$ cat src/rtl/lrfs_pkg.sv
`timescale 1ns / 1ps
// ----------------------------------------------------------------------------
// lrfs_pkg
// Types and constants shared by the rectangle fill sequencer modules.
// ----------------------------------------------------------------------------
package lrfs_pkg;

    localparam int REG_W      = 13;   // size registers and coordinates
    localparam int CMD_W      = 2;
    localparam int XY_W       = 16;
    localparam int COLOUR_W   = 24;
    localparam int LINES_W    = 12;
    localparam int BYTE_W     = 8;
    localparam int ADDR_W     = 4;
    localparam int DATA_W     = 32;
    localparam int VAL_W      = 15;   // signed operand of the row modulo
    localparam int MAG_W      = 14;   // magnitude of that operand
    localparam int Q_DEPTH    = 4;
    localparam int Q_AW       = 2;

    // commands
    localparam logic [CMD_W-1:0] CMD_FILL   = 2'd0;
    localparam logic [CMD_W-1:0] CMD_PULL   = 2'd1;
    localparam logic [CMD_W-1:0] CMD_SCROLL = 2'd2;

    // orientations
    localparam logic [1:0] ORIENT_LANDSCAPE     = 2'd0;
    localparam logic [1:0] ORIENT_PORTRAIT      = 2'd1;
    localparam logic [1:0] ORIENT_ROT_LANDSCAPE = 2'd2;
    localparam logic [1:0] ORIENT_ROT_PORTRAIT  = 2'd3;

    // register indexes
    localparam logic [1:0] REG_SCREEN_W = 2'd0;
    localparam logic [1:0] REG_SCREEN_H = 2'd1;
    localparam logic [1:0] REG_ORIENT   = 2'd2;
    localparam logic [1:0] REG_PANEL_H  = 2'd3;

    localparam logic [REG_W-1:0] RST_SCREEN_W = 13'd240;
    localparam logic [REG_W-1:0] RST_SCREEN_H = 13'd320;
    localparam logic [1:0]       RST_ORIENT   = ORIENT_PORTRAIT;
    localparam logic [REG_W-1:0] RST_PANEL_H  = 13'd320;

    // panel commands
    localparam logic [BYTE_W-1:0] BYTE_CASET = 8'h2A;
    localparam logic [BYTE_W-1:0] BYTE_RASET = 8'h2B;
    localparam logic [BYTE_W-1:0] BYTE_RAMWR = 8'h2C;

    typedef logic [REG_W-1:0] t_coord;

    typedef struct packed {
        logic                is_fill;   // 0: pull word
        t_coord              x_lo;
        t_coord              y_lo;      // rows already remapped
        t_coord              x_hi;
        t_coord              y_hi;
        t_coord              cols;      // columns minus one
        t_coord              rows;      // rows minus one
        logic [COLOUR_W-1:0] colour;
    } t_q_entry;

    typedef struct packed {
        logic valid;
        logic full;
    } t_q_status;

endpackage

$ cat src/rtl/lrfs_in_if.sv
`timescale 1ns / 1ps
// ----------------------------------------------------------------------------
// lrfs_in_if
// Command channel: fill, pull and scroll words.
// ----------------------------------------------------------------------------
interface lrfs_in_if;
    import lrfs_pkg::*;

    logic                       valid;
    logic                       ready;
    logic [CMD_W-1:0]           command;
    logic signed [XY_W-1:0]     x_first;
    logic signed [XY_W-1:0]     y_first;
    logic signed [XY_W-1:0]     x_second;
    logic signed [XY_W-1:0]     y_second;
    logic [COLOUR_W-1:0]        fill_colour;
    logic [LINES_W-1:0]         scroll_lines;

    modport source (
        output valid, command, x_first, y_first, x_second, y_second,
               fill_colour, scroll_lines,
        input  ready
    );
    modport sink (
        input  valid, command, x_first, y_first, x_second, y_second,
               fill_colour, scroll_lines,
        output ready
    );
endinterface

$ cat src/rtl/lrfs_out_if.sv
`timescale 1ns / 1ps
// ----------------------------------------------------------------------------
// lrfs_out_if
// Byte channel toward the serial shifter.
// ----------------------------------------------------------------------------
interface lrfs_out_if;
    import lrfs_pkg::*;

    logic              valid;
    logic              ready;
    logic [BYTE_W-1:0] out_byte;
    logic              is_command;
    logic              end_of_transfer;

    modport source (
        output valid, out_byte, is_command, end_of_transfer,
        input  ready
    );
    modport sink (
        input  valid, out_byte, is_command, end_of_transfer,
        output ready
    );
endinterface

$ cat src/rtl/lrfs_mod.sv
`timescale 1ns / 1ps
// ----------------------------------------------------------------------------
// lrfs_mod
// Iterative non-negative modulo, one shift-subtract step per cycle.
// ----------------------------------------------------------------------------
module lrfs_mod (
    input  logic                                i_clk,
    input  logic                                i_rst_n,
    input  logic                                i_start,
    input  logic signed [lrfs_pkg::VAL_W-1:0]   i_value,
    input  logic [lrfs_pkg::REG_W-1:0]          i_divisor,
    output logic                                o_done,
    output logic [lrfs_pkg::REG_W-1:0]          o_result
);
    import lrfs_pkg::*;

    localparam int SH_W = MAG_W + REG_W;
    localparam int K_W  = $clog2(MAG_W);

    logic               r_busy;
    logic               r_done;
    logic               r_neg;
    logic [MAG_W-1:0]   r_mag;
    logic [K_W-1:0]     r_k;

    logic signed [VAL_W-1:0] v_abs;
    logic [SH_W-1:0]         shifted;
    logic                    fits;

    always_comb begin
        v_abs   = i_value[VAL_W-1] ? -i_value : i_value;
        shifted = SH_W'(i_divisor) << r_k;
        fits    = SH_W'(r_mag) >= shifted;
    end

    always_ff @(posedge i_clk) begin
        if (!i_rst_n) begin
            r_busy <= 1'b0;
            r_done <= 1'b0;
        end else begin
            r_done <= 1'b0;
            if (i_start) begin
                r_busy <= 1'b1;
            end else if (r_busy && r_k == '0) begin
                r_busy <= 1'b0;
                r_done <= 1'b1;
            end
        end
    end

    always_ff @(posedge i_clk) begin
        if (i_start) begin
            r_neg <= i_value[VAL_W-1];
            r_mag <= v_abs[MAG_W-1:0];
            r_k   <= K_W'(MAG_W - 1);
        end else if (r_busy) begin
            if (fits) begin
                r_mag <= r_mag - shifted[MAG_W-1:0];
            end
            r_k <= r_k - 1'b1;
        end
    end

    // negative operand: fold the remainder back into [0, divisor)
    assign o_done   = r_done;
    assign o_result = (r_neg && r_mag != '0) ? i_divisor - REG_W'(r_mag)
                                             : REG_W'(r_mag);

endmodule

$ cat src/rtl/lrfs_queue.sv
`timescale 1ns / 1ps
// ----------------------------------------------------------------------------
// lrfs_queue
// Small FIFO of classified words between the front and back ends.
// ----------------------------------------------------------------------------
module lrfs_queue (
    input  logic                  i_clk,
    input  logic                  i_rst_n,
    input  logic                  i_push,
    input  lrfs_pkg::t_q_entry    i_entry,
    input  logic                  i_pop,
    output lrfs_pkg::t_q_status   o_stat,
    output lrfs_pkg::t_q_entry    o_entry
);
    import lrfs_pkg::*;

    t_q_entry          r_mem [Q_DEPTH];
    logic [Q_AW-1:0]   r_wp;
    logic [Q_AW-1:0]   r_rp;
    logic [Q_AW:0]     r_cnt;

    always_ff @(posedge i_clk) begin
        if (!i_rst_n) begin
            r_wp  <= '0;
            r_rp  <= '0;
            r_cnt <= '0;
        end else begin
            if (i_push) r_wp <= r_wp + 1'b1;
            if (i_pop)  r_rp <= r_rp + 1'b1;
            if (i_push && !i_pop)      r_cnt <= r_cnt + 1'b1;
            else if (!i_push && i_pop) r_cnt <= r_cnt - 1'b1;
        end
    end

    always_ff @(posedge i_clk) begin
        if (i_push) r_mem[r_wp] <= i_entry;
    end

    assign o_stat.valid = r_cnt != '0;
    assign o_stat.full  = r_cnt == (Q_AW+1)'(Q_DEPTH);
    assign o_entry      = r_mem[r_rp];

endmodule

$ cat src/rtl/lrfs_front.sv
`timescale 1ns / 1ps
// ----------------------------------------------------------------------------
// lrfs_front
// Accepts command words: orders and clips fill corners, remaps rows by the
// scroll offset in the portrait modes, keeps the offset, and queues fills and pulls.
// ----------------------------------------------------------------------------
module lrfs_front (
    input  logic                                i_clk,
    input  logic                                i_rst_n,
    lrfs_in_if.sink                             i_in,
    input  logic [lrfs_pkg::REG_W-1:0]          i_dim_w,
    input  logic [lrfs_pkg::REG_W-1:0]          i_dim_h,
    input  logic [1:0]                          i_orient,
    input  logic [lrfs_pkg::REG_W-1:0]          i_panel_h,
    input  lrfs_pkg::t_q_status                 i_q_stat,
    output logic                                o_push,
    output lrfs_pkg::t_q_entry                  o_entry,
    output logic                                o_mod_start,
    output logic signed [lrfs_pkg::VAL_W-1:0]   o_mod_value,
    input  logic                                i_mod_done,
    input  logic [lrfs_pkg::REG_W-1:0]          i_mod_result
);
    import lrfs_pkg::*;

    localparam logic [2:0] F_IDLE     = 3'd0;
    localparam logic [2:0] F_LOAD     = 3'd1;
    localparam logic [2:0] F_FILL_MOD = 3'd2;
    localparam logic [2:0] F_PUSH     = 3'd3;
    localparam logic [2:0] F_SCROLL   = 3'd4;

    logic [2:0]          r_state;
    t_coord              r_off;
    t_coord              r_xa, r_xb, r_ya, r_yb, r_ya_m;
    logic [COLOUR_W-1:0] r_colour;

    logic                  in_ready, acc, portrait;
    logic signed [XY_W:0]  xa, xb, ya, yb, w_s, h_s;
    logic                  off_screen;
    t_coord                xa_c, xb_c, ya_c, yb_c;
    t_coord                cols, rows;
    logic [REG_W:0]        yb_sum;
    t_coord                yb_m;
    logic [VAL_W-1:0]      v_fill, v_scroll;

    assign in_ready   = (r_state == F_IDLE) && !i_q_stat.full;
    assign i_in.ready = in_ready;
    assign acc        = i_in.valid && in_ready;
    assign portrait   = (i_orient == ORIENT_PORTRAIT) || (i_orient == ORIENT_ROT_PORTRAIT);

    // corner ordering and clipping
    always_comb begin
        xa  = (i_in.x_second < i_in.x_first) ? XY_W'(i_in.x_second) : XY_W'(i_in.x_first);
        xb  = (i_in.x_second < i_in.x_first) ? XY_W'(i_in.x_first)  : XY_W'(i_in.x_second);
        ya  = (i_in.y_second < i_in.y_first) ? XY_W'(i_in.y_second) : XY_W'(i_in.y_first);
        yb  = (i_in.y_second < i_in.y_first) ? XY_W'(i_in.y_first)  : XY_W'(i_in.y_second);
        xa  = (i_in.x_second < i_in.x_first) ? {i_in.x_second[XY_W-1], i_in.x_second}
                                             : {i_in.x_first[XY_W-1], i_in.x_first};
        xb  = (i_in.x_second < i_in.x_first) ? {i_in.x_first[XY_W-1], i_in.x_first}
                                             : {i_in.x_second[XY_W-1], i_in.x_second};
        ya  = (i_in.y_second < i_in.y_first) ? {i_in.y_second[XY_W-1], i_in.y_second}
                                             : {i_in.y_first[XY_W-1], i_in.y_first};
        yb  = (i_in.y_second < i_in.y_first) ? {i_in.y_first[XY_W-1], i_in.y_first}
                                             : {i_in.y_second[XY_W-1], i_in.y_second};
        w_s = $signed((XY_W+1)'(i_dim_w));
        h_s = $signed((XY_W+1)'(i_dim_h));
        off_screen = (xb < 0) || (xa >= w_s) || (yb < 0) || (ya >= h_s);
        xa_c = (xa < 0)     ? '0 : xa[REG_W-1:0];
        xb_c = (xb >= w_s)  ? i_dim_w - 1'b1 : xb[REG_W-1:0];
        ya_c = (ya < 0)     ? '0 : ya[REG_W-1:0];
        yb_c = (yb >= h_s)  ? i_dim_h - 1'b1 : yb[REG_W-1:0];
    end

    // row remap operands, both before the modulo
    always_comb begin
        case (i_orient)
            ORIENT_PORTRAIT:     v_fill = VAL_W'(r_ya) + VAL_W'(r_off);
            ORIENT_ROT_PORTRAIT: v_fill = VAL_W'(r_ya) + VAL_W'(i_panel_h) - VAL_W'(r_off);
            default:             v_fill = VAL_W'(r_ya);
        endcase
        if (i_orient == ORIENT_ROT_PORTRAIT) begin
            v_scroll = VAL_W'(r_off) + VAL_W'(i_panel_h) - VAL_W'(i_in.scroll_lines);
        end else begin
            v_scroll = VAL_W'(r_off) + VAL_W'(i_in.scroll_lines);
        end
    end

    assign o_mod_start = (r_state == F_LOAD) ||
                         (acc && i_in.command == CMD_SCROLL && portrait);
    assign o_mod_value = (r_state == F_LOAD) ? $signed(v_fill) : $signed(v_scroll);

    // last row follows the first by the row count, wrapping once at most
    always_comb begin
        cols   = r_xb - r_xa;
        rows   = r_yb - r_ya;
        yb_sum = {1'b0, r_ya_m} + {1'b0, rows};
        yb_m   = (yb_sum >= {1'b0, i_dim_h}) ? REG_W'(yb_sum - {1'b0, i_dim_h})
                                             : yb_sum[REG_W-1:0];
    end

    always_comb begin
        o_push  = 1'b0;
        o_entry = '0;
        if (r_state == F_PUSH) begin
            o_entry.is_fill = 1'b1;
            o_entry.x_lo    = r_xa;
            o_entry.y_lo    = r_ya_m;
            o_entry.x_hi    = r_xb;
            o_entry.y_hi    = yb_m;
            o_entry.cols    = cols;
            o_entry.rows    = rows;
            o_entry.colour  = r_colour;
            o_push          = !i_q_stat.full;
        end else if (acc && i_in.command == CMD_PULL) begin
            o_push = 1'b1;
        end
    end

    always_ff @(posedge i_clk) begin
        if (!i_rst_n) begin
            r_state <= F_IDLE;
            r_off   <= '0;
        end else begin
            case (r_state)
                F_IDLE: begin
                    if (acc && i_in.command == CMD_FILL && !off_screen) begin
                        r_state <= F_LOAD;
                    end else if (acc && i_in.command == CMD_SCROLL && portrait) begin
                        r_state <= F_SCROLL;
                    end
                end
                F_LOAD: r_state <= F_FILL_MOD;
                F_FILL_MOD: begin
                    if (i_mod_done) r_state <= F_PUSH;
                end
                F_PUSH: begin
                    if (!i_q_stat.full) r_state <= F_IDLE;
                end
                F_SCROLL: begin
                    if (i_mod_done) begin
                        r_off   <= i_mod_result;
                        r_state <= F_IDLE;
                    end
                end
                default: r_state <= F_IDLE;
            endcase
        end
    end

    always_ff @(posedge i_clk) begin
        if (r_state == F_IDLE && acc && i_in.command == CMD_FILL) begin
            r_xa     <= xa_c;
            r_xb     <= xb_c;
            r_ya     <= ya_c;
            r_yb     <= yb_c;
            r_colour <= i_in.fill_colour;
        end
        if (r_state == F_FILL_MOD && i_mod_done) begin
            r_ya_m <= i_mod_result;
        end
    end

endmodule

$ cat src/rtl/lrfs_back.sv
`timescale 1ns / 1ps
// ----------------------------------------------------------------------------
// lrfs_back
// Byte sequencer: window commands, coordinates, then R, G, B per pixel.
// ----------------------------------------------------------------------------
module lrfs_back (
    input  logic                  i_clk,
    input  logic                  i_rst_n,
    input  lrfs_pkg::t_q_status   i_q_stat,
    input  lrfs_pkg::t_q_entry    i_entry,
    output logic                  o_pop,
    lrfs_out_if.source            o_out
);
    import lrfs_pkg::*;

    localparam logic [3:0] S_IDLE   = 4'd0;
    localparam logic [3:0] S_CASET  = 4'd1;
    localparam logic [3:0] S_XS_HI  = 4'd2;
    localparam logic [3:0] S_XS_LO  = 4'd3;
    localparam logic [3:0] S_XE_HI  = 4'd4;
    localparam logic [3:0] S_XE_LO  = 4'd5;
    localparam logic [3:0] S_RASET  = 4'd6;
    localparam logic [3:0] S_YS_HI  = 4'd7;
    localparam logic [3:0] S_YS_LO  = 4'd8;
    localparam logic [3:0] S_YE_HI  = 4'd9;
    localparam logic [3:0] S_YE_LO  = 4'd10;
    localparam logic [3:0] S_RAMWR  = 4'd11;
    localparam logic [3:0] S_PIXEL  = 4'd12;

    logic [3:0]          r_step;
    logic [1:0]          r_phase;
    logic                r_ov;
    t_coord              r_x_lo, r_y_lo, r_x_hi, r_y_hi;
    t_coord              r_cols, r_rows, r_reload;
    logic [COLOUR_W-1:0] r_colour;
    logic [BYTE_W-1:0]   r_byte;
    logic                r_cmd;
    logic                r_eot;

    logic                load_ok, fire, load_fill;
    logic [3:0]          n_step;
    logic [1:0]          n_phase;
    t_coord              n_cols, n_rows;
    logic [BYTE_W-1:0]   n_byte;
    logic                n_cmd, n_eot;
    logic [15:0]         coord;

    assign load_ok   = !r_ov || o_out.ready;
    assign o_pop     = i_q_stat.valid &&
                       (i_entry.is_fill || r_step == S_IDLE || load_ok);
    assign load_fill = o_pop && i_entry.is_fill;
    assign fire      = o_pop && !i_entry.is_fill && r_step != S_IDLE;

    always_comb begin
        case (r_step)
            S_XS_HI, S_XS_LO: coord = 16'(r_x_lo);
            S_XE_HI, S_XE_LO: coord = 16'(r_x_hi);
            S_YS_HI, S_YS_LO: coord = 16'(r_y_lo);
            default:          coord = 16'(r_y_hi);
        endcase
    end

    always_comb begin
        n_step  = r_step + 1'b1;
        n_phase = r_phase;
        n_cols  = r_cols;
        n_rows  = r_rows;
        n_cmd   = 1'b0;
        n_eot   = 1'b0;
        n_byte  = '0;
        case (r_step)
            S_CASET: begin
                n_byte = BYTE_CASET;
                n_cmd  = 1'b1;
            end
            S_RASET: begin
                n_byte = BYTE_RASET;
                n_cmd  = 1'b1;
            end
            S_RAMWR: begin
                n_byte = BYTE_RAMWR;
                n_cmd  = 1'b1;
            end
            S_XS_HI, S_XE_HI, S_YS_HI, S_YE_HI: n_byte = coord[15:8];
            S_XS_LO, S_XE_LO, S_YS_LO, S_YE_LO: n_byte = coord[7:0];
            S_PIXEL: begin
                n_step = S_PIXEL;
                case (r_phase)
                    2'd0:    n_byte = r_colour[23:16];
                    2'd1:    n_byte = r_colour[15:8];
                    default: n_byte = r_colour[7:0];
                endcase
                if (r_phase < 2'd2) begin
                    n_phase = r_phase + 1'b1;
                end else begin
                    n_phase = '0;
                    if (r_cols != '0) begin
                        n_cols = r_cols - 1'b1;
                    end else if (r_rows != '0) begin
                        n_rows = r_rows - 1'b1;
                        n_cols = r_reload;
                    end else begin
                        n_eot  = 1'b1;
                        n_step = S_IDLE;
                    end
                end
            end
            default: n_step = S_IDLE;
        endcase
    end

    always_ff @(posedge i_clk) begin
        if (!i_rst_n) begin
            r_step  <= S_IDLE;
            r_phase <= '0;
            r_ov    <= 1'b0;
        end else begin
            if (o_out.ready) r_ov <= 1'b0;
            if (load_fill) begin
                r_step  <= S_CASET;
                r_phase <= '0;
            end else if (fire) begin
                r_step  <= n_step;
                r_phase <= n_phase;
                r_ov    <= 1'b1;
            end
        end
    end

    always_ff @(posedge i_clk) begin
        if (load_fill) begin
            r_x_lo   <= i_entry.x_lo;
            r_y_lo   <= i_entry.y_lo;
            r_x_hi   <= i_entry.x_hi;
            r_y_hi   <= i_entry.y_hi;
            r_cols   <= i_entry.cols;
            r_rows   <= i_entry.rows;
            r_reload <= i_entry.cols;
            r_colour <= i_entry.colour;
        end else if (fire) begin
            r_cols <= n_cols;
            r_rows <= n_rows;
        end
        if (fire) begin
            r_byte <= n_byte;
            r_cmd  <= n_cmd;
            r_eot  <= n_eot;
        end
    end

    assign o_out.valid           = r_ov;
    assign o_out.out_byte        = r_byte;
    assign o_out.is_command      = r_cmd;
    assign o_out.end_of_transfer = r_eot;

endmodule

$ cat src/rtl/lcd_rect_fill_sequencer.sv
`timescale 1ns / 1ps
// Pull: one word per cycle while the front end is idle and the queue is not full.
// Fill: clip, then a 14-step modulo unit for the row remap in the front end;
//   input is not ready meanwhile, while queued bytes keep flowing out.
// Scroll in the portrait modes: runs on the same modulo unit; elsewhere it has no effect.
// Reset (synchronous, active low): registers to 240/320/portrait/320, scroll offset
//   zero, queue empty, no transfer pending.
// ----------------------------------------------------------------------------
// lcd_rect_fill_sequencer
// Rectangle fill byte sequencer for a serial TFT panel, with APB configuration.
// ----------------------------------------------------------------------------
module lcd_rect_fill_sequencer #(
    parameter int unsigned MAX_DIM = 4096
) (
    input  logic                             i_clk,
    input  logic                             i_rst_n,
    lrfs_in_if.sink                          i_in,
    lrfs_out_if.source                       o_out,
    input  logic                             psel,
    input  logic                             penable,
    input  logic                             pwrite,
    input  logic [lrfs_pkg::ADDR_W-1:0]      paddr,
    input  logic [lrfs_pkg::DATA_W-1:0]      pwdata,
    output logic [lrfs_pkg::DATA_W-1:0]      prdata,
    output logic                             pready
);
    import lrfs_pkg::*;

    localparam int unsigned REG_MAX = (1 << REG_W) - 1;
    localparam int unsigned DIM_CAP = (MAX_DIM < REG_MAX) ? MAX_DIM : REG_MAX;

    logic [REG_W-1:0] r_screen_w, r_screen_h, r_panel_h;
    logic [1:0]       r_orient;
    logic [REG_W-1:0] dim_w, dim_h;
    logic             cfg_wr;

    logic                    q_push, q_pop;
    t_q_entry                q_in, q_out;
    t_q_status               q_stat;
    logic                    mod_start, mod_done;
    logic signed [VAL_W-1:0] mod_value;
    logic [REG_W-1:0]        mod_result;

    assign pready = 1'b1;
    assign cfg_wr = psel && penable && pwrite && pready;

    always_ff @(posedge i_clk) begin
        if (!i_rst_n) begin
            r_screen_w <= RST_SCREEN_W;
            r_screen_h <= RST_SCREEN_H;
            r_orient   <= RST_ORIENT;
            r_panel_h  <= RST_PANEL_H;
        end else if (cfg_wr) begin
            case (paddr[3:2])
                REG_SCREEN_W: r_screen_w <= pwdata[REG_W-1:0];
                REG_SCREEN_H: r_screen_h <= pwdata[REG_W-1:0];
                REG_ORIENT:   r_orient   <= pwdata[1:0];
                REG_PANEL_H:  r_panel_h  <= pwdata[REG_W-1:0];
                default: ;
            endcase
        end
    end

    always_comb begin
        case (paddr[3:2])
            REG_SCREEN_W: prdata = DATA_W'(r_screen_w);
            REG_SCREEN_H: prdata = DATA_W'(r_screen_h);
            REG_ORIENT:   prdata = DATA_W'(r_orient);
            REG_PANEL_H:  prdata = DATA_W'(r_panel_h);
            default:      prdata = '0;
        endcase
    end

    // zero counts as one, oversize saturates
    always_comb begin
        dim_w = (r_screen_w == '0) ? REG_W'(1) :
                (r_screen_w > DIM_CAP) ? REG_W'(DIM_CAP) : r_screen_w;
        dim_h = (r_screen_h == '0) ? REG_W'(1) :
                (r_screen_h > DIM_CAP) ? REG_W'(DIM_CAP) : r_screen_h;
    end

    lrfs_front u_front (
        .i_clk        (i_clk),
        .i_rst_n      (i_rst_n),
        .i_in         (i_in),
        .i_dim_w      (dim_w),
        .i_dim_h      (dim_h),
        .i_orient     (r_orient),
        .i_panel_h    (r_panel_h),
        .i_q_stat     (q_stat),
        .o_push       (q_push),
        .o_entry      (q_in),
        .o_mod_start  (mod_start),
        .o_mod_value  (mod_value),
        .i_mod_done   (mod_done),
        .i_mod_result (mod_result)
    );

    lrfs_mod u_mod (
        .i_clk     (i_clk),
        .i_rst_n   (i_rst_n),
        .i_start   (mod_start),
        .i_value   (mod_value),
        .i_divisor (dim_h),
        .o_done    (mod_done),
        .o_result  (mod_result)
    );

    lrfs_queue u_queue (
        .i_clk   (i_clk),
        .i_rst_n (i_rst_n),
        .i_push  (q_push),
        .i_entry (q_in),
        .i_pop   (q_pop),
        .o_stat  (q_stat),
        .o_entry (q_out)
    );

    lrfs_back u_back (
        .i_clk    (i_clk),
        .i_rst_n  (i_rst_n),
        .i_q_stat (q_stat),
        .i_entry  (q_out),
        .o_pop    (q_pop),
        .o_out    (o_out)
    );

    a_no_push_full: assert property (@(posedge i_clk) disable iff (!i_rst_n)
        q_push |-> !q_stat.full)
        else $error("word pushed into full queue");

    a_no_pop_empty: assert property (@(posedge i_clk) disable iff (!i_rst_n)
        q_pop |-> q_stat.valid)
        else $error("word popped from empty queue");

    a_mod_idle_ready: assert property (@(posedge i_clk) disable iff (!i_rst_n)
        mod_start |=> !i_in.ready)
        else $error("input ready while modulo unit runs");

    a_eot_data: assert property (@(posedge i_clk) disable iff (!i_rst_n)
        (o_out.valid && o_out.is_command) |-> !o_out.end_of_transfer)
        else $error("end of transfer flagged on a command byte");

endmodule
$ cat src/flat_wrapper.sv
// flat-port wrapper written by rule: the top's interface ports become plain ports
module lcd_rect_fill_sequencer_flat import lrfs_pkg::*;
#(
    parameter int unsigned MAX_DIM = 4096
)
  (i_clk, i_rst_n, psel, penable, pwrite, paddr, pwdata, prdata, pready, i_in_valid, i_in_command, i_in_x_first, i_in_y_first, i_in_x_second, i_in_y_second, i_in_fill_colour, i_in_scroll_lines, i_in_ready, o_out_valid, o_out_out_byte, o_out_is_command, o_out_end_of_transfer, o_out_ready);
  lrfs_in_if i_in_i ();
  lrfs_out_if o_out_i ();
  input  logic i_clk;
  input  logic i_rst_n;
  input  logic psel;
  input  logic penable;
  input  logic pwrite;
  input  logic [lrfs_pkg::ADDR_W-1:0] paddr;
  input  logic [lrfs_pkg::DATA_W-1:0] pwdata;
  output logic [lrfs_pkg::DATA_W-1:0] prdata;
  output logic pready;
  input wire logic [$bits(i_in_i.valid)-1:0] i_in_valid;
  input wire logic [$bits(i_in_i.command)-1:0] i_in_command;
  input wire logic [$bits(i_in_i.x_first)-1:0] i_in_x_first;
  input wire logic [$bits(i_in_i.y_first)-1:0] i_in_y_first;
  input wire logic [$bits(i_in_i.x_second)-1:0] i_in_x_second;
  input wire logic [$bits(i_in_i.y_second)-1:0] i_in_y_second;
  input wire logic [$bits(i_in_i.fill_colour)-1:0] i_in_fill_colour;
  input wire logic [$bits(i_in_i.scroll_lines)-1:0] i_in_scroll_lines;
  output wire logic [$bits(i_in_i.ready)-1:0] i_in_ready;
  output wire logic [$bits(o_out_i.valid)-1:0] o_out_valid;
  output wire logic [$bits(o_out_i.out_byte)-1:0] o_out_out_byte;
  output wire logic [$bits(o_out_i.is_command)-1:0] o_out_is_command;
  output wire logic [$bits(o_out_i.end_of_transfer)-1:0] o_out_end_of_transfer;
  input wire logic [$bits(o_out_i.ready)-1:0] o_out_ready;
  assign i_in_i.valid = i_in_valid;
  assign i_in_i.command = i_in_command;
  assign i_in_i.x_first = i_in_x_first;
  assign i_in_i.y_first = i_in_y_first;
  assign i_in_i.x_second = i_in_x_second;
  assign i_in_i.y_second = i_in_y_second;
  assign i_in_i.fill_colour = i_in_fill_colour;
  assign i_in_i.scroll_lines = i_in_scroll_lines;
  assign i_in_ready = i_in_i.ready;
  assign o_out_valid = o_out_i.valid;
  assign o_out_out_byte = o_out_i.out_byte;
  assign o_out_is_command = o_out_i.is_command;
  assign o_out_end_of_transfer = o_out_i.end_of_transfer;
  assign o_out_i.ready = o_out_ready;
  lcd_rect_fill_sequencer #(.MAX_DIM(MAX_DIM)) u_core (.i_clk(i_clk), .i_rst_n(i_rst_n), .i_in(i_in_i), .o_out(o_out_i), .psel(psel), .penable(penable), .pwrite(pwrite), .paddr(paddr), .pwdata(pwdata), .prdata(prdata), .pready(pready));
endmodule
$ cat config.mk
export PLATFORM = sky130hd
export DESIGN_NAME = lcd_rect_fill_sequencer_flat
export DESIGN_NICKNAME = d
export VERILOG_FILES = /design/src/rtl/lrfs_pkg.sv /design/src/rtl/lrfs_in_if.sv /design/src/rtl/lrfs_out_if.sv /design/src/rtl/lrfs_mod.sv /design/src/rtl/lrfs_queue.sv /design/src/rtl/lrfs_front.sv /design/src/rtl/lrfs_back.sv /design/src/rtl/lcd_rect_fill_sequencer.sv /design/src/flat_wrapper.sv
export SDC_FILE = /design/constraint.sdc
export NUM_CORES = 1
export LEC_CHECK = 0
export BUFFER_PORTS_ARGS = -buffer_cell sky130_fd_sc_hd__buf_2
export CAP_MARGIN = 20
export CORE_MARGIN = 2
export CORE_UTILIZATION = 29
export CTS_CLUSTER_DIAMETER = 80
export DETAILED_ROUTE_END_ITERATION = 10
export PLACE_DENSITY = 0.49
export SYNTH_ARGS = -nofsm -noshare
export SYNTH_HDL_FRONTEND = slang
export SYNTH_SLANG_ARGS = --single-unit
export TNS_END_PERCENT = 100
$ cat constraint.sdc
create_clock -name i_clk -period 12.4 [get_ports i_clk]
set_clock_uncertainty 0.05 [all_clocks]
set_input_delay 1.86 -clock i_clk [delete_from_list [all_inputs] [get_ports i_clk]]
set_output_delay 1.86 -clock i_clk [all_outputs]
set_load 0.01 [all_outputs]
==> results.md, run 1 <==
| Group | Result | Value |
| --- | --- | --- |
| final layout | Post-Layout Inst Area | 45240 um^2 |
| global route | Pin count of the biggest net entering global routing | 74 |
| global route | GRT busiest layer | met2 |
| setup path | Flop-to-flop setup slack | 5.86 ns |
| global route | GRT overflow | 0 |
| placement | Post-detailed-placement cell area | 42350 um^2 |
| global route | Met3 Usage GRT | 0.02927 |
| yosys | Average footprint of a synthesized cell | 11.93 um^2 |
| global route | Fraction of met1 tracks used by global routing | 0.2196 |
| power | Switching pwr | 2.248 mW |
| global route | Vias in the first global route | 25770 |
| yosys | Portion of the post-synthesis area used by sequential elements | 0.5257 |
| timing | Max-Slew Margin vs Limit | 0.2679 |
| timing | Slew Limit Fails | 0 |
| yosys | Count of unique library cells instantiated by Yosys | 98 |
| floorplan | Die outline height | 373.7 um |
| setup path | Endpoint kind of the worst setup timing path | flip-flop |
| floorplan | Full die area | 139600 um^2 |
| placement | Port bufs | 148 |
| timing | Post-route clock period utilization | 0.5296 |
| clock network | CTS Root Buffer Type | clkbuf_16 |
| clock network | Worst-skew pair later-pin latency | 0.67 ns |
| power | Power Density | 164.3 nW/um^2 |
| yosys | Async set or reset register ratio after synthesis | 0 |
| drt | Starting DRC count in detailed routing | 2224 |
| yosys | Dominant register cell in the synthesized netlist | edfxtp_1 |
| final layout | Final nets | 3894 |
| global route | Wire length of the first global-routing pass | 167600 um |
| yosys | Post-Syn Area | 39630 um^2 |
| setup path | Classification of the worst setup path | input port to flip-flop |
| global route | Total GRT Usage | 0.1586 |
| drt | Routed len/inst | 21.18 um |
| power | Fraction of power consumed by the clock network | 0.341 |
| final layout | Layout filler cell count | 13580 |
| yosys | Number of flops mapped to enable cells by yosys | 641 |
| clock network | TritonCTS clock tree | done |
| yosys | Number of warnings printed during yosys synthesis | 0 |
| yosys | Fraction of post-synthesis cell area in the top cell type by area | 0.4857 |
| power | Power Total | 7.432 mW |
| drt | Final wirelength | 112700 um |
| setup path | Worst EP arrival | 6.90 ns |
| timing | Final Hold Violating Endpoints | 0 |
| setup path | Required time of the critical path | 12.74 ns |
| drt | Overall via count from detail_route | 26410 |
| worst hold path | Worst min path class | flip-flop to flip-flop |
| setup path | Crit path max fanout | 13 |
| yosys | Area leader, netlist | edfxtp_1 |
| power | Static leakage | 17.52 nW |
| floorplan | Starting density of the core | 0.2925 |
| final layout | Utilization after layout | 0.3339 |
| run | Max-capacitance violation count | 0 |
| floorplan | Area of the core region | 135500 um^2 |
| timing | Total negative slack for setup checks | 0 ns |
| placement | Global placer's final weighted congestion | 0.8685 |
| setup path | Critical path startpoint category | input port |
| drt | Number of routed nets with antenna violations | 0 |
| timing | Setup violators final | 0 |
| power | Cell-internal power | 5.184 mW |
| clock network | Post CTS Setup Buffer Count | 0 |
| yosys | Top area cells in the synthesized netlist | edfxtp_1 (49%), ha_1 (7.9%), mux4_2 (6.0%) |
| yosys | Number of standard cells after synthesis | 3322 |
| timing | Actual slew at the worst max-slew pin | 1.090 ns |
| placement | Half-perimeter wire length after placement | 81140 um |
| clock network | CTS sink count | 720 |
| timing | Final min period | 6.567 ns |
| floorplan | Horizontal die dimension | 373.7 um |
| clock network | Post-cts sizing count | 0 |
| clock network | Deepest level of the CTS H-tree | 3 |
| clock network | Number of buffers between clock root and the deepest sink | 3 |
| global route | Initial antenna violation count | 14 |
| timing | RSZ-0062 raised after global routing | false |
| drt | Via density | 4.962 |
| power | Sequential group share of total power | 0.433 |
| floorplan | Std cell rows | 135 |
| status | Status | finished, final reports clean |
| drt | Residual DRC count | 0 |
| drt | Number of optimization iterations in the first detailed-route pass | 6 |
| power | Worst-case vdd ir drop | 0.1106 mV |
| yosys | Register bit total from synthesis | 720 |
| final layout | Layout cell share with drive strength beyond 1 | 0.1415 |
| clock network | Inserted Clock Buffers | 84 |
| floorplan | Number of placed I/O pins | 190 |
| power | Switching power as a share of total power | 0.3025 |
| timing | Achievable frequency | 152.3 MHz |
| clock network | Hold-fix buffer count after cts | 0 |
| setup path | R2R cell count | 23 |
| clock network | Clock transition at path regs | 0.05 ns |
| power | Combinational share of power | 0.226 |
| final layout | Post-synthesis to final-layout area growth | 14.15% |
| worst hold path | Hold depth | 2 |
| global route | Met2 track demand over resource in global routing | 0.2501 |
-- power by group through the flow --
stage | combinational, mW | clock, mW | sequential [mW]
floorplan | 1.28 | 0 | 3.15
global placement | 1.69 | 0 | 3.28
detailed placement | 1.69 | 0 | 3.28
CTS | 1.70 | 2.59 | 3.23
global route | 1.86 | 2.68 | 3.26
finish | 1.68 | 2.53 | 3.22
-- cells in the final DEF (no fill, tap or decap), drive strengths merged, types with 41 or more instances in the layout --
master,n
mux4,106
dfxtp,79
nor3,59
xor2,47
inv,256
mux2,51
buf,188
nor2,241
nor2b,58
a21oi,183
and3,65
mux2i,79
edfxtp,641
xnor2,74
ha,250
nand2,273
clkbuf,105
nand3,41
o21ai,172
a21o,47
-- state kept, by name (all words and copies together), names as in the netlist, 14 cells and up, named ones only --
| name | flops |
|---|---|
| u_core.u_mod.r_mag | 14 |
| u_core.u_back.r_colour | 24 |
| u_core.u_front.r_colour | 24 |
| u_core.u_queue.r_mem | 412 |
-- synthesized netlist by cell type (all sizes together), types with 65 or more instances --
| master | count |
|---|---|
| edfxtp | 641 |
| and3 | 65 |
| dfxtp | 79 |
| mux4 | 106 |
| inv | 246 |
| nor2 | 241 |
| nand2 | 273 |
| o21ai | 172 |
| a21oi | 183 |
| mux2i | 79 |
| xnor2 | 74 |
| clkbuf | 93 |
| ha | 250 |
-- path summary, 6_finish.rpt --
path                                from                     endpoint
setup / recovery       i_in_x_second[11]      u_core.u_front.r_xb[10]
hold / removal      u_core.r_panel_h[12]         u_core.r_panel_h[12]
setup reg to reg  u_core.u_front.r_ya[1]  u_core.u_queue.r_mem[0][61]
hold reg to reg     u_core.r_panel_h[12]         u_core.r_panel_h[12]
-- worst max-delay path: stages --
cell and delay (ns):
buf_2 0.13, ha_1 0.31, a21o_1 0.21, a211oi_2 0.25
o211ai_1 0.11, and3_1 0.22, o41a_1 0.52, o21ai_0 0.42
ha_1 0.33, nor2b_1 0.13, o21a_1 0.16, o21a_1 0.16
o21a_1 0.15, o21ai_0 0.14, a21boi_0 0.12, o21ai_0 0.22
a21oi_1 0.14, o41ai_4 0.89, mux2_1 0.43
-- logic make-up after synthesis --
family                     synth area share
xor gates and xnor gates            0.02674
buffers and inverters               0.04032
AOI/OAI and AO/OA                    0.1070
and+or+nand+nor                      0.1089
muxes                               0.09479
adders and majority gates           0.09637
DFF                                  0.5257
other                             0.0001895
-- through the flow --
step,std cells,hold slack [ns],worst slack (ns)
global placement,5158,0.3925,5.052
global route,5318,0.4265,5.436
floorplan,3340,0.3863,2.150
CTS,5313,0.4060,5.774
detailed placement,5158,0.3981,5.115
finish,5322,0.4027,5.833
-- layout make-up --
cell class                      count  area [um^2]  share of cell area
Inverter                          251        944.7             0.02088
Clock inverter                     51        623.1             0.01377
Tap cell                         1781         2228             0.04926
Clock buffer                      104         2228             0.04926
Multi-Input combinational cell   2219        17310              0.3826
Sequential cell                   720        20840              0.4607
Timing Repair Buffer              189         1049             0.02318
Antenna cell                        7        17.52           0.0003872
-- routing by layer --
metal,wire length [um],vias to the layer above,part of all wire
met2,51820,611,0.46
li1,-,12590,-
met3,5834,151,0.052
met5,64,-,0.00057
met4,3367,12,0.030
met1,51660,13050,0.46
(Power assumes the default switching activity.)
==> run 2, diff against run 1 <==
Clock period 12.4 ns to 6.3 ns, I/O delays scaled along.
==> run 2 against run 1 <==
Net effect: utilization is essentially flat; cell area is essentially flat; count of clock-buffer cells in the layout grew 5; largest cell class unchanged; flip-flop and latch count is the same; highest routed layer unchanged; sequential power grew 96%; via count shrank 0.37%.
==> results.md, run 2 (synthesis results as in run 1) <==
| Group | Result | Value | vs previous |
| --- | --- | --- | --- |
| final layout | Layout filler cell count | 13560 | was 13580 |
| floorplan | Area of the core region | 135500 um^2 | unchanged |
| final layout | Number of cells in the finished layout apart from fillers | 5325 | was 5322 |
| final layout | Biggest registers after layout | u_core.u_queue.r_mem: 412 flops, u_core.u_back.r_colour: 24 flops, u_core.u_front.r_colour: 24 flops | unchanged |
| power | Switching pwr | 4.360 mW | was 2.248 mW |
| drt | Starting DRC count in detailed routing | 1997 | was 2224 |
| clock network | Inserted Clock Buffers | 83 | was 84 |
| global route | Vias in the first global route | 26040 | was 25770 |
| power | Combinational share of power | 0.230 | was 0.226 |
| timing | Total negative slack for setup checks | 0 ns | unchanged |
| setup path | Classification of the worst setup path | flip-flop to flip-flop | was input port to flip-flop |
| timing | Post-route clock period utilization | 0.9059 |  |
| power | Fraction of power consumed by the clock network | 0.331 | was 0.341 |
| placement | Half-perimeter wire length after placement | 81960 um | was 81140 um |
| clock network | Deepest level of the CTS H-tree | 3 | unchanged |
| floorplan | Horizontal die dimension | 373.7 um | unchanged |
| power | Switching power as a share of total power | 0.3039 | was 0.3025 |
| placement | Global placer's final weighted congestion | 0.8774 | was 0.8685 |
| clock network | TritonCTS clock tree | done | unchanged |
| clock network | Hold-fix buffer count after cts | 0 | unchanged |
| timing | Max-Slew Margin vs Limit | 0.2926 | was 0.2679 |
| setup path | Worst EP arrival | 6.05 ns | was 6.90 ns |
| clock network | Worst-skew pair later-pin latency | 0.70 ns | was 0.67 ns |
| clock network | Post-cts sizing count | 0 | unchanged |
| drt | Overall via count from detail_route | 26310 | was 26410 |
| power | Static leakage | 17.51 nW | was 17.52 nW |
| drt | Routed len/inst | 21.08 um | was 21.18 um |
| floorplan | Die outline height | 373.7 um | unchanged |
| global route | Initial antenna violation count | 10 | was 14 |
| clock network | Number of buffers between clock root and the deepest sink | 3 | unchanged |
| final layout | Utilization after layout | 0.3340 | was 0.3339 |
| timing | Final min period | 5.707 ns |  |
| timing | Final Hold Slack | 0.3666 ns | was 0.4027 ns |
| power | Sequential group share of total power | 0.440 | was 0.433 |
| clock network | CTS sink count | 720 | unchanged |
| placement | Port bufs | 148 | unchanged |
| global route | Wire length of the first global-routing pass | 168300 um | was 167600 um |
| final layout | Multi-input gate area in the final layout | 17320 um^2 | was 17310 um^2 |
| setup path | Crit path max fanout | 15 | was 13 |
| drt | Residual DRC count | 0 | unchanged |
| run | Max-capacitance violation count | 0 | unchanged |
| floorplan | Std cell rows | 135 | unchanged |
| final layout | Final nets | 3903 | was 3894 |
| setup path | Flop-to-flop setup slack | 0.59 ns | was 5.86 ns |
| final layout | Reg with most FFs | u_core.u_queue.r_mem | unchanged |
| drt | Number of optimization iterations in the first detailed-route pass | 6 | unchanged |
| final layout | Storage cell area | 20840 um^2 | unchanged |
| global route | GRT overflow | 0 | unchanged |
| clock network | Post CTS Setup Buffer Count | 0 | unchanged |
| timing | Achievable frequency | 175.2 MHz |  |
| drt | Number of routed nets with antenna violations | 0 | unchanged |
| final layout | Layout cell share with drive strength beyond 1 | 0.1415 | about the same |
| drt | Final wirelength | 112300 um | was 112700 um |
| final layout | Number of flip-flops in the largest register | 412 | unchanged |
| timing | Actual slew at the worst max-slew pin | 1.053 ns | was 1.090 ns |
| clock network | CTS Root Buffer Type | clkbuf_16 | unchanged |
| setup path | Critical path startpoint category | flip-flop | was input port |
| timing | Slew Limit Fails | 0 | unchanged |
| status | Status | finished, final reports clean | unchanged |
| power | Cell-internal power | 9.984 mW | was 5.184 mW |
| global route | Pin count of the biggest net entering global routing | 76 | was 74 |
| setup path | Endpoint kind of the worst setup timing path | flip-flop | unchanged |
| timing | RSZ-0062 raised after global routing | false | unchanged |
| floorplan | Full die area | 139600 um^2 | unchanged |
| power | Worst-case vdd ir drop | 0.2229 mV | was 0.1106 mV |
| power | Power Density | 317.0 nW/um^2 | was 164.3 nW/um^2 |
| final layout | Commonest cells after routing, fill and taps aside | edfxtp_1 (641), nand2_1 (273), ha_1 (250) | was edfxtp_1 (641), nand2_1 (272), ha_1 (250) |
| worst hold path | Worst min path class | input port to flip-flop | was flip-flop to flip-flop |
| final layout | Commonest non-fill, non-tap cell in the layout | edfxtp_1 | unchanged |
| final layout | Post-synthesis to final-layout area growth | 14.17% | was 14.15% |
| timing | Setup violators final | 0 | unchanged |
| placement | Placed Instances | 5170 | was 5158 |
| floorplan | Number of placed I/O pins | 190 | unchanged |
| floorplan | Starting density of the core | 0.2925 | unchanged |
| drt | Via density | 4.941 | was 4.962 |
| setup path | Required time of the critical path | 6.64 ns | was 12.74 ns |
| clock network | Clock transition at path regs | 0.06 ns | was 0.05 ns |
| global route | Total GRT Usage | 0.1586 | about the same |
| timing | Final Hold Violating Endpoints | 0 | unchanged |
## run 2: cell types whose count changed in the layout (fill, tap and decap cells not counted), sizes merged
| cell | before | now |
|---|---|---|
| inv | 256 | 253 |
| diode | 7 | 3 |
| clkinv | 34 | 35 |
| buf | 188 | 199 |
| clkinvlp | 3 | 2 |
| clkbuf | 105 | 109 |
| bufinv | 9 | 4 |
## run 2: path summary, 6_finish.rpt
kind / startpoint / depth (start not counted) / end
max: u_core.u_front.r_ya[1] / 24 / u_core.u_queue.r_mem[3][51]
min: i_in_fill_colour[9] / 1 / u_core.u_front.r_colour[9]
max reg2reg: u_core.u_front.r_ya[1] / 24 / u_core.u_queue.r_mem[3][51]
min reg2reg: u_core.r_panel_h[12] / 2 / u_core.r_panel_h[12]
## run 2: layout make-up
type	instances	area share
Sequential cell	720	0.4606
Multi-Input combinational cell	2219	0.3829
Tap cell	1781	0.04925
Clock buffer	109	0.04898
Timing Repair Buffer	199	0.02622
Inverter	251	0.02088
Clock inverter	43	0.01106
Antenna cell	3	0.0001659
## run 2: metal layers
layer / vias up / part of all wire / global-route usage
li1: 12590 / - / -
met1: 13030 / 0.47 / 0.2206
met2: 567 / 0.47 / 0.2598
met3: 121 / 0.042 / 0.02416
met4: 8 / 0.018 / 0.03575
met5: - / 0.00043 / 0
## run 2: worst max-delay path, cell delays in order, from the launching register on
cell,delay [ns]
edfxtp_1,0.46
inv_1,0.15
fa_1,0.47
a21o_1,0.17
a21oi_1,0.21
o21bai_1,0.10
a21oi_1,0.23
nor2b_1,0.11
o21a_1,0.17
nor2_1,0.11
xnor2_1,0.20
ha_1,0.35
nand3_1,0.09
nand2_1,0.05
a41o_1,0.24
o41ai_1,0.31
xnor2_1,0.20
ha_1,0.32
nand4_1,0.10
nor4_1,0.06
nor3_1,0.18
nand2_1,0.14
nor2_4,0.43
nor2b_1,0.09
a211oi_1,0.47
## run 2: power by group through the flow
stage	combinational (mW)	sequential, mW	clock, mW
after global routing	3.67	6.38	5.06
final	3.29	6.31	4.74
after CTS	3.35	6.32	4.87
after detailed placement	3.33	6.42	0
after floorplan	2.52	6.19	0
after global placement	3.31	6.42	0
## run 2: stage by stage
step	area (um^2)	setup slack (ns)	power [mW]
finish	45240	0.5931	14.34
global route	45240	0.07827	15.11
CTS	45230	0.2881	14.54
detailed placement	42510	0.3109	9.748
global placement	42500	0.3636	9.729
floorplan	39700	0.3219	8.710
==> run 3, diff against run 2 <==
Settings changed: RECOVER_POWER set to 25.
==> run 3 against run 2 <==
Net effect: the run now ends with capacitance limit, slew limit left; critical path depth unchanged; via count is 0.19% higher; total power about the same; maximum frequency shrank 0.38%; die area unchanged; sequential power about the same; cell area about the same; register-to-register slack worse by 0.02 ns; count of clock-buffer cells in the layout did not move; final cell count barely moved; critical path type unchanged; highest routed layer unchanged.
==> results.md, run 3 (synthesis results as in run 1) <==
| Group | Result | Value | vs previous |
| --- | --- | --- | --- |
| timing | Final Hold Slack | 0.3665 ns | was 0.3666 ns |
| clock network | Number of buffers between clock root and the deepest sink | 3 | unchanged |
| final layout | Biggest registers after layout | u_core.u_queue.r_mem: 412 flops, u_core.u_back.r_colour: 24 flops, u_core.u_front.r_colour: 24 flops | unchanged |
| placement | Port bufs | 148 | unchanged |
| timing | RSZ-0062 raised after global routing | false | unchanged |
| worst hold path | Worst min path class | input port to flip-flop | unchanged |
| floorplan | Die outline height | 373.7 um | unchanged |
| clock network | Hold-fix buffer count after cts | 0 | unchanged |
| run | Max-capacitance violation count | 3 | was 0 |
| timing | Achievable frequency | 174.6 MHz | was 175.2 MHz |
| final layout | Utilization after layout | 0.3338 | was 0.3340 |
| timing | Final Hold Violating Endpoints | 0 | unchanged |
| setup path | Cell Chain, Critical Path | inv_1 > fa_1 > a21o_1 > a21oi_1 > o21bai_1 > a21oi_1 > nor2b_1 > o21a_1 > nor2_1 > xnor2_1 > ha_1 > nand3_1 > nand2_1 > a41o_1 > o41ai_1 > xnor2_1 > ha_1 > nand4_1 > nor4_1 > nor3_1 > nand2_1 > nor2_4 > nor2b_1 > a211oi_1 | unchanged |
| drt | Final wirelength | 112600 um | was 112300 um |
| power | Switching pwr | 4.370 mW | was 4.360 mW |
| setup path | Endpoint kind of the worst setup timing path | flip-flop | unchanged |
| drt | Number of routed nets with antenna violations | 0 | unchanged |
| global route | GRT overflow | 0 | unchanged |
| global route | Pin count of the biggest net entering global routing | 76 | unchanged |
| floorplan | Full die area | 139600 um^2 | unchanged |
| timing | Setup violators final | 0 | unchanged |
| power | Static leakage | 17.48 nW | was 17.51 nW |
| setup path | Required time of the critical path | 6.63 ns | was 6.64 ns |
| global route | Initial antenna violation count | 10 | unchanged |
| power | Power Density | 317.5 nW/um^2 | was 317.0 nW/um^2 |
| final layout | Reg with most FFs | u_core.u_queue.r_mem | unchanged |
| timing | Slew Limit Fails | 128 | was 0 |
| drt | Starting DRC count in detailed routing | 2123 | was 1997 |
| status | Violated checks | capacitance limit, slew limit |  |
| timing | Max-Slew Margin vs Limit | -1.129 | was 0.2926 |
| power | Switching power as a share of total power | 0.3044 | was 0.3039 |
| floorplan | Std cell rows | 135 | unchanged |
| setup path | Worst EP arrival | 6.06 ns | was 6.05 ns |
| drt | Residual DRC count | 0 | unchanged |
| placement | Half-perimeter wire length after placement | 81960 um | unchanged |
| drt | Overall via count from detail_route | 26360 | was 26310 |
| drt | Routed len/inst | 21.13 um | was 21.08 um |
| power | Fraction of power consumed by the clock network | 0.331 | about the same |
| status | Status | finished with violations | was finished, final reports clean |
| clock network | Worst-skew pair later-pin latency | 0.70 ns | about the same |
| setup path | Critical Path Max Stage Delay | 0.48 ns | was 0.47 ns |
| timing | Total negative slack for setup checks | 0 ns | unchanged |
| power | Sequential group share of total power | 0.440 | about the same |
| timing | Final min period | 5.729 ns | was 5.707 ns |
| floorplan | Area of the core region | 135500 um^2 | unchanged |
| global route | Vias in the first global route | 26040 | unchanged |
| drt | Via density | 4.949 | was 4.941 |
| power | Combinational share of power | 0.230 | about the same |
| global route | Wire length of the first global-routing pass | 168300 um | unchanged |
| final layout | Number of flip-flops in the largest register | 412 | unchanged |
| final layout | Final nets | 3903 | unchanged |
| floorplan | Number of placed I/O pins | 190 | unchanged |
| clock network | Inserted Clock Buffers | 83 | unchanged |
| final layout | Commonest non-fill, non-tap cell in the layout | edfxtp_1 | unchanged |
| power | Cell-internal power | 9.986 mW | was 9.984 mW |
| setup path | Crit-path slowest cell | a211oi_1 | was fa_1 |
| clock network | CTS sink count | 720 | unchanged |
| clock network | Clock transition at path regs | 0.06 ns | about the same |
| clock network | Deepest level of the CTS H-tree | 3 | unchanged |
| floorplan | Horizontal die dimension | 373.7 um | unchanged |
| timing | Actual slew at the worst max-slew pin | 3.193 ns | was 1.053 ns |
| final layout | Commonest cells after routing, fill and taps aside | edfxtp_1 (641), nand2_1 (273), ha_1 (250) | unchanged |
| power | Power Total | 14.36 mW | was 14.34 mW |
| power | Worst-case vdd ir drop | 0.2226 mV | was 0.2229 mV |
| setup path | Crit path max fanout | 15 | unchanged |
| clock network | CTS Root Buffer Type | clkbuf_16 | unchanged |
| final layout | Post-synthesis to final-layout area growth | 14.11% | was 14.17% |
| setup path | Classification of the worst setup path | flip-flop to flip-flop | unchanged |
| placement | Global placer's final weighted congestion | 0.8774 | unchanged |
| final layout | Layout cell share with drive strength beyond 1 | 0.1387 | was 0.1415 |
| placement | Placed Instances | 5170 | unchanged |
| floorplan | Starting density of the core | 0.2925 | unchanged |
| setup path | Critical path startpoint category | flip-flop | unchanged |
| drt | Number of optimization iterations in the first detailed-route pass | 8 | was 6 |
| setup path | Flop-to-flop setup slack | 0.57 ns | was 0.59 ns |
| final layout | Number of cells in the finished layout apart from fillers | 5326 | was 5325 |
| global route | Total GRT Usage | 0.1586 | unchanged |
| timing | Post-route clock period utilization | 0.9093 | was 0.9059 |
| clock network | TritonCTS clock tree | done | unchanged |
==> run 3: cell count changes in the layout (fill, tap and decap cells not counted) <==
cell,delta
clkbuf_1,+8
buf_2,-3
dfxtp_4,-1
and2_0,+2
and2_1,-2
diode_2,+1
dfxtp_2,-1
buf_4,-5
dfxtp_1,+2
==> run 3: path summary, 6_finish.rpt <==
kind | from | end | depth (start not counted)
worst min register to register | u_core.r_panel_h[12] | u_core.r_panel_h[12] | 2
worst max-delay path | u_core.u_front.r_ya[1] | u_core.u_queue.r_mem[3][51] | 24
worst max register to register | u_core.u_front.r_ya[1] | u_core.u_queue.r_mem[3][51] | 24
worst min-delay path | i_in_fill_colour[9] | u_core.u_front.r_colour[9] | 1
==> run 3: metal layers <==
| metal | wire length, um | GRT usage |
|---|---|---|
| met1 | 52280 | 0.2206 |
| met2 | 53220 | 0.2598 |
| met3 | 5003 | 0.02416 |
| met4 | 2004 | 0.03575 |
| met5 | 48 | 0 |
==> run 3: power groups by stage <==
stage	logic (mW)	registers [mW]	clock network (mW)
floorplan	2.52	6.19	0
global placement	3.31	6.42	0
detailed placement	3.33	6.42	0
CTS	3.35	6.32	4.87
global route	3.67	6.38	5.06
finish	3.30	6.31	4.75
==> run 3: timing repair <==
action,in CTS,in global routing
buffers inserted,0,0
setup endpoints to repair,0,16
gates resized for setup,0,1
==> run 3: critical path, delay by kind of cell (launching register included) <==
kind            cells  cell delay [ns]
xor+xnor            2             0.40
compound gates      8             1.90
buf+inv             1             0.15
simple gates       10             1.36
flops               1             0.46
fa+ha+maj           3             1.14
==> run 3: area by class of cell <==
type,instances,area (um^2)
repair buffers,199,1164
flip-flops and latches,720,20830
fillers,13570,90250
diodes,4,10.01
inverters,251,944.7
well taps,1781,2228
multi-input cells,2219,17320
clock inverters,43,500.5
clock buffers,109,2216
==> run 3: per-stage QoR <==
stage | worst slack (ns) | cell area (um^2)
CTS | 0.2881 | 45230
floorplan | 0.3219 | 39700
detailed placement | 0.3109 | 42510
global route | 0.05537 | 45210
finish | 0.5714 | 45220
global placement | 0.3636 | 42500
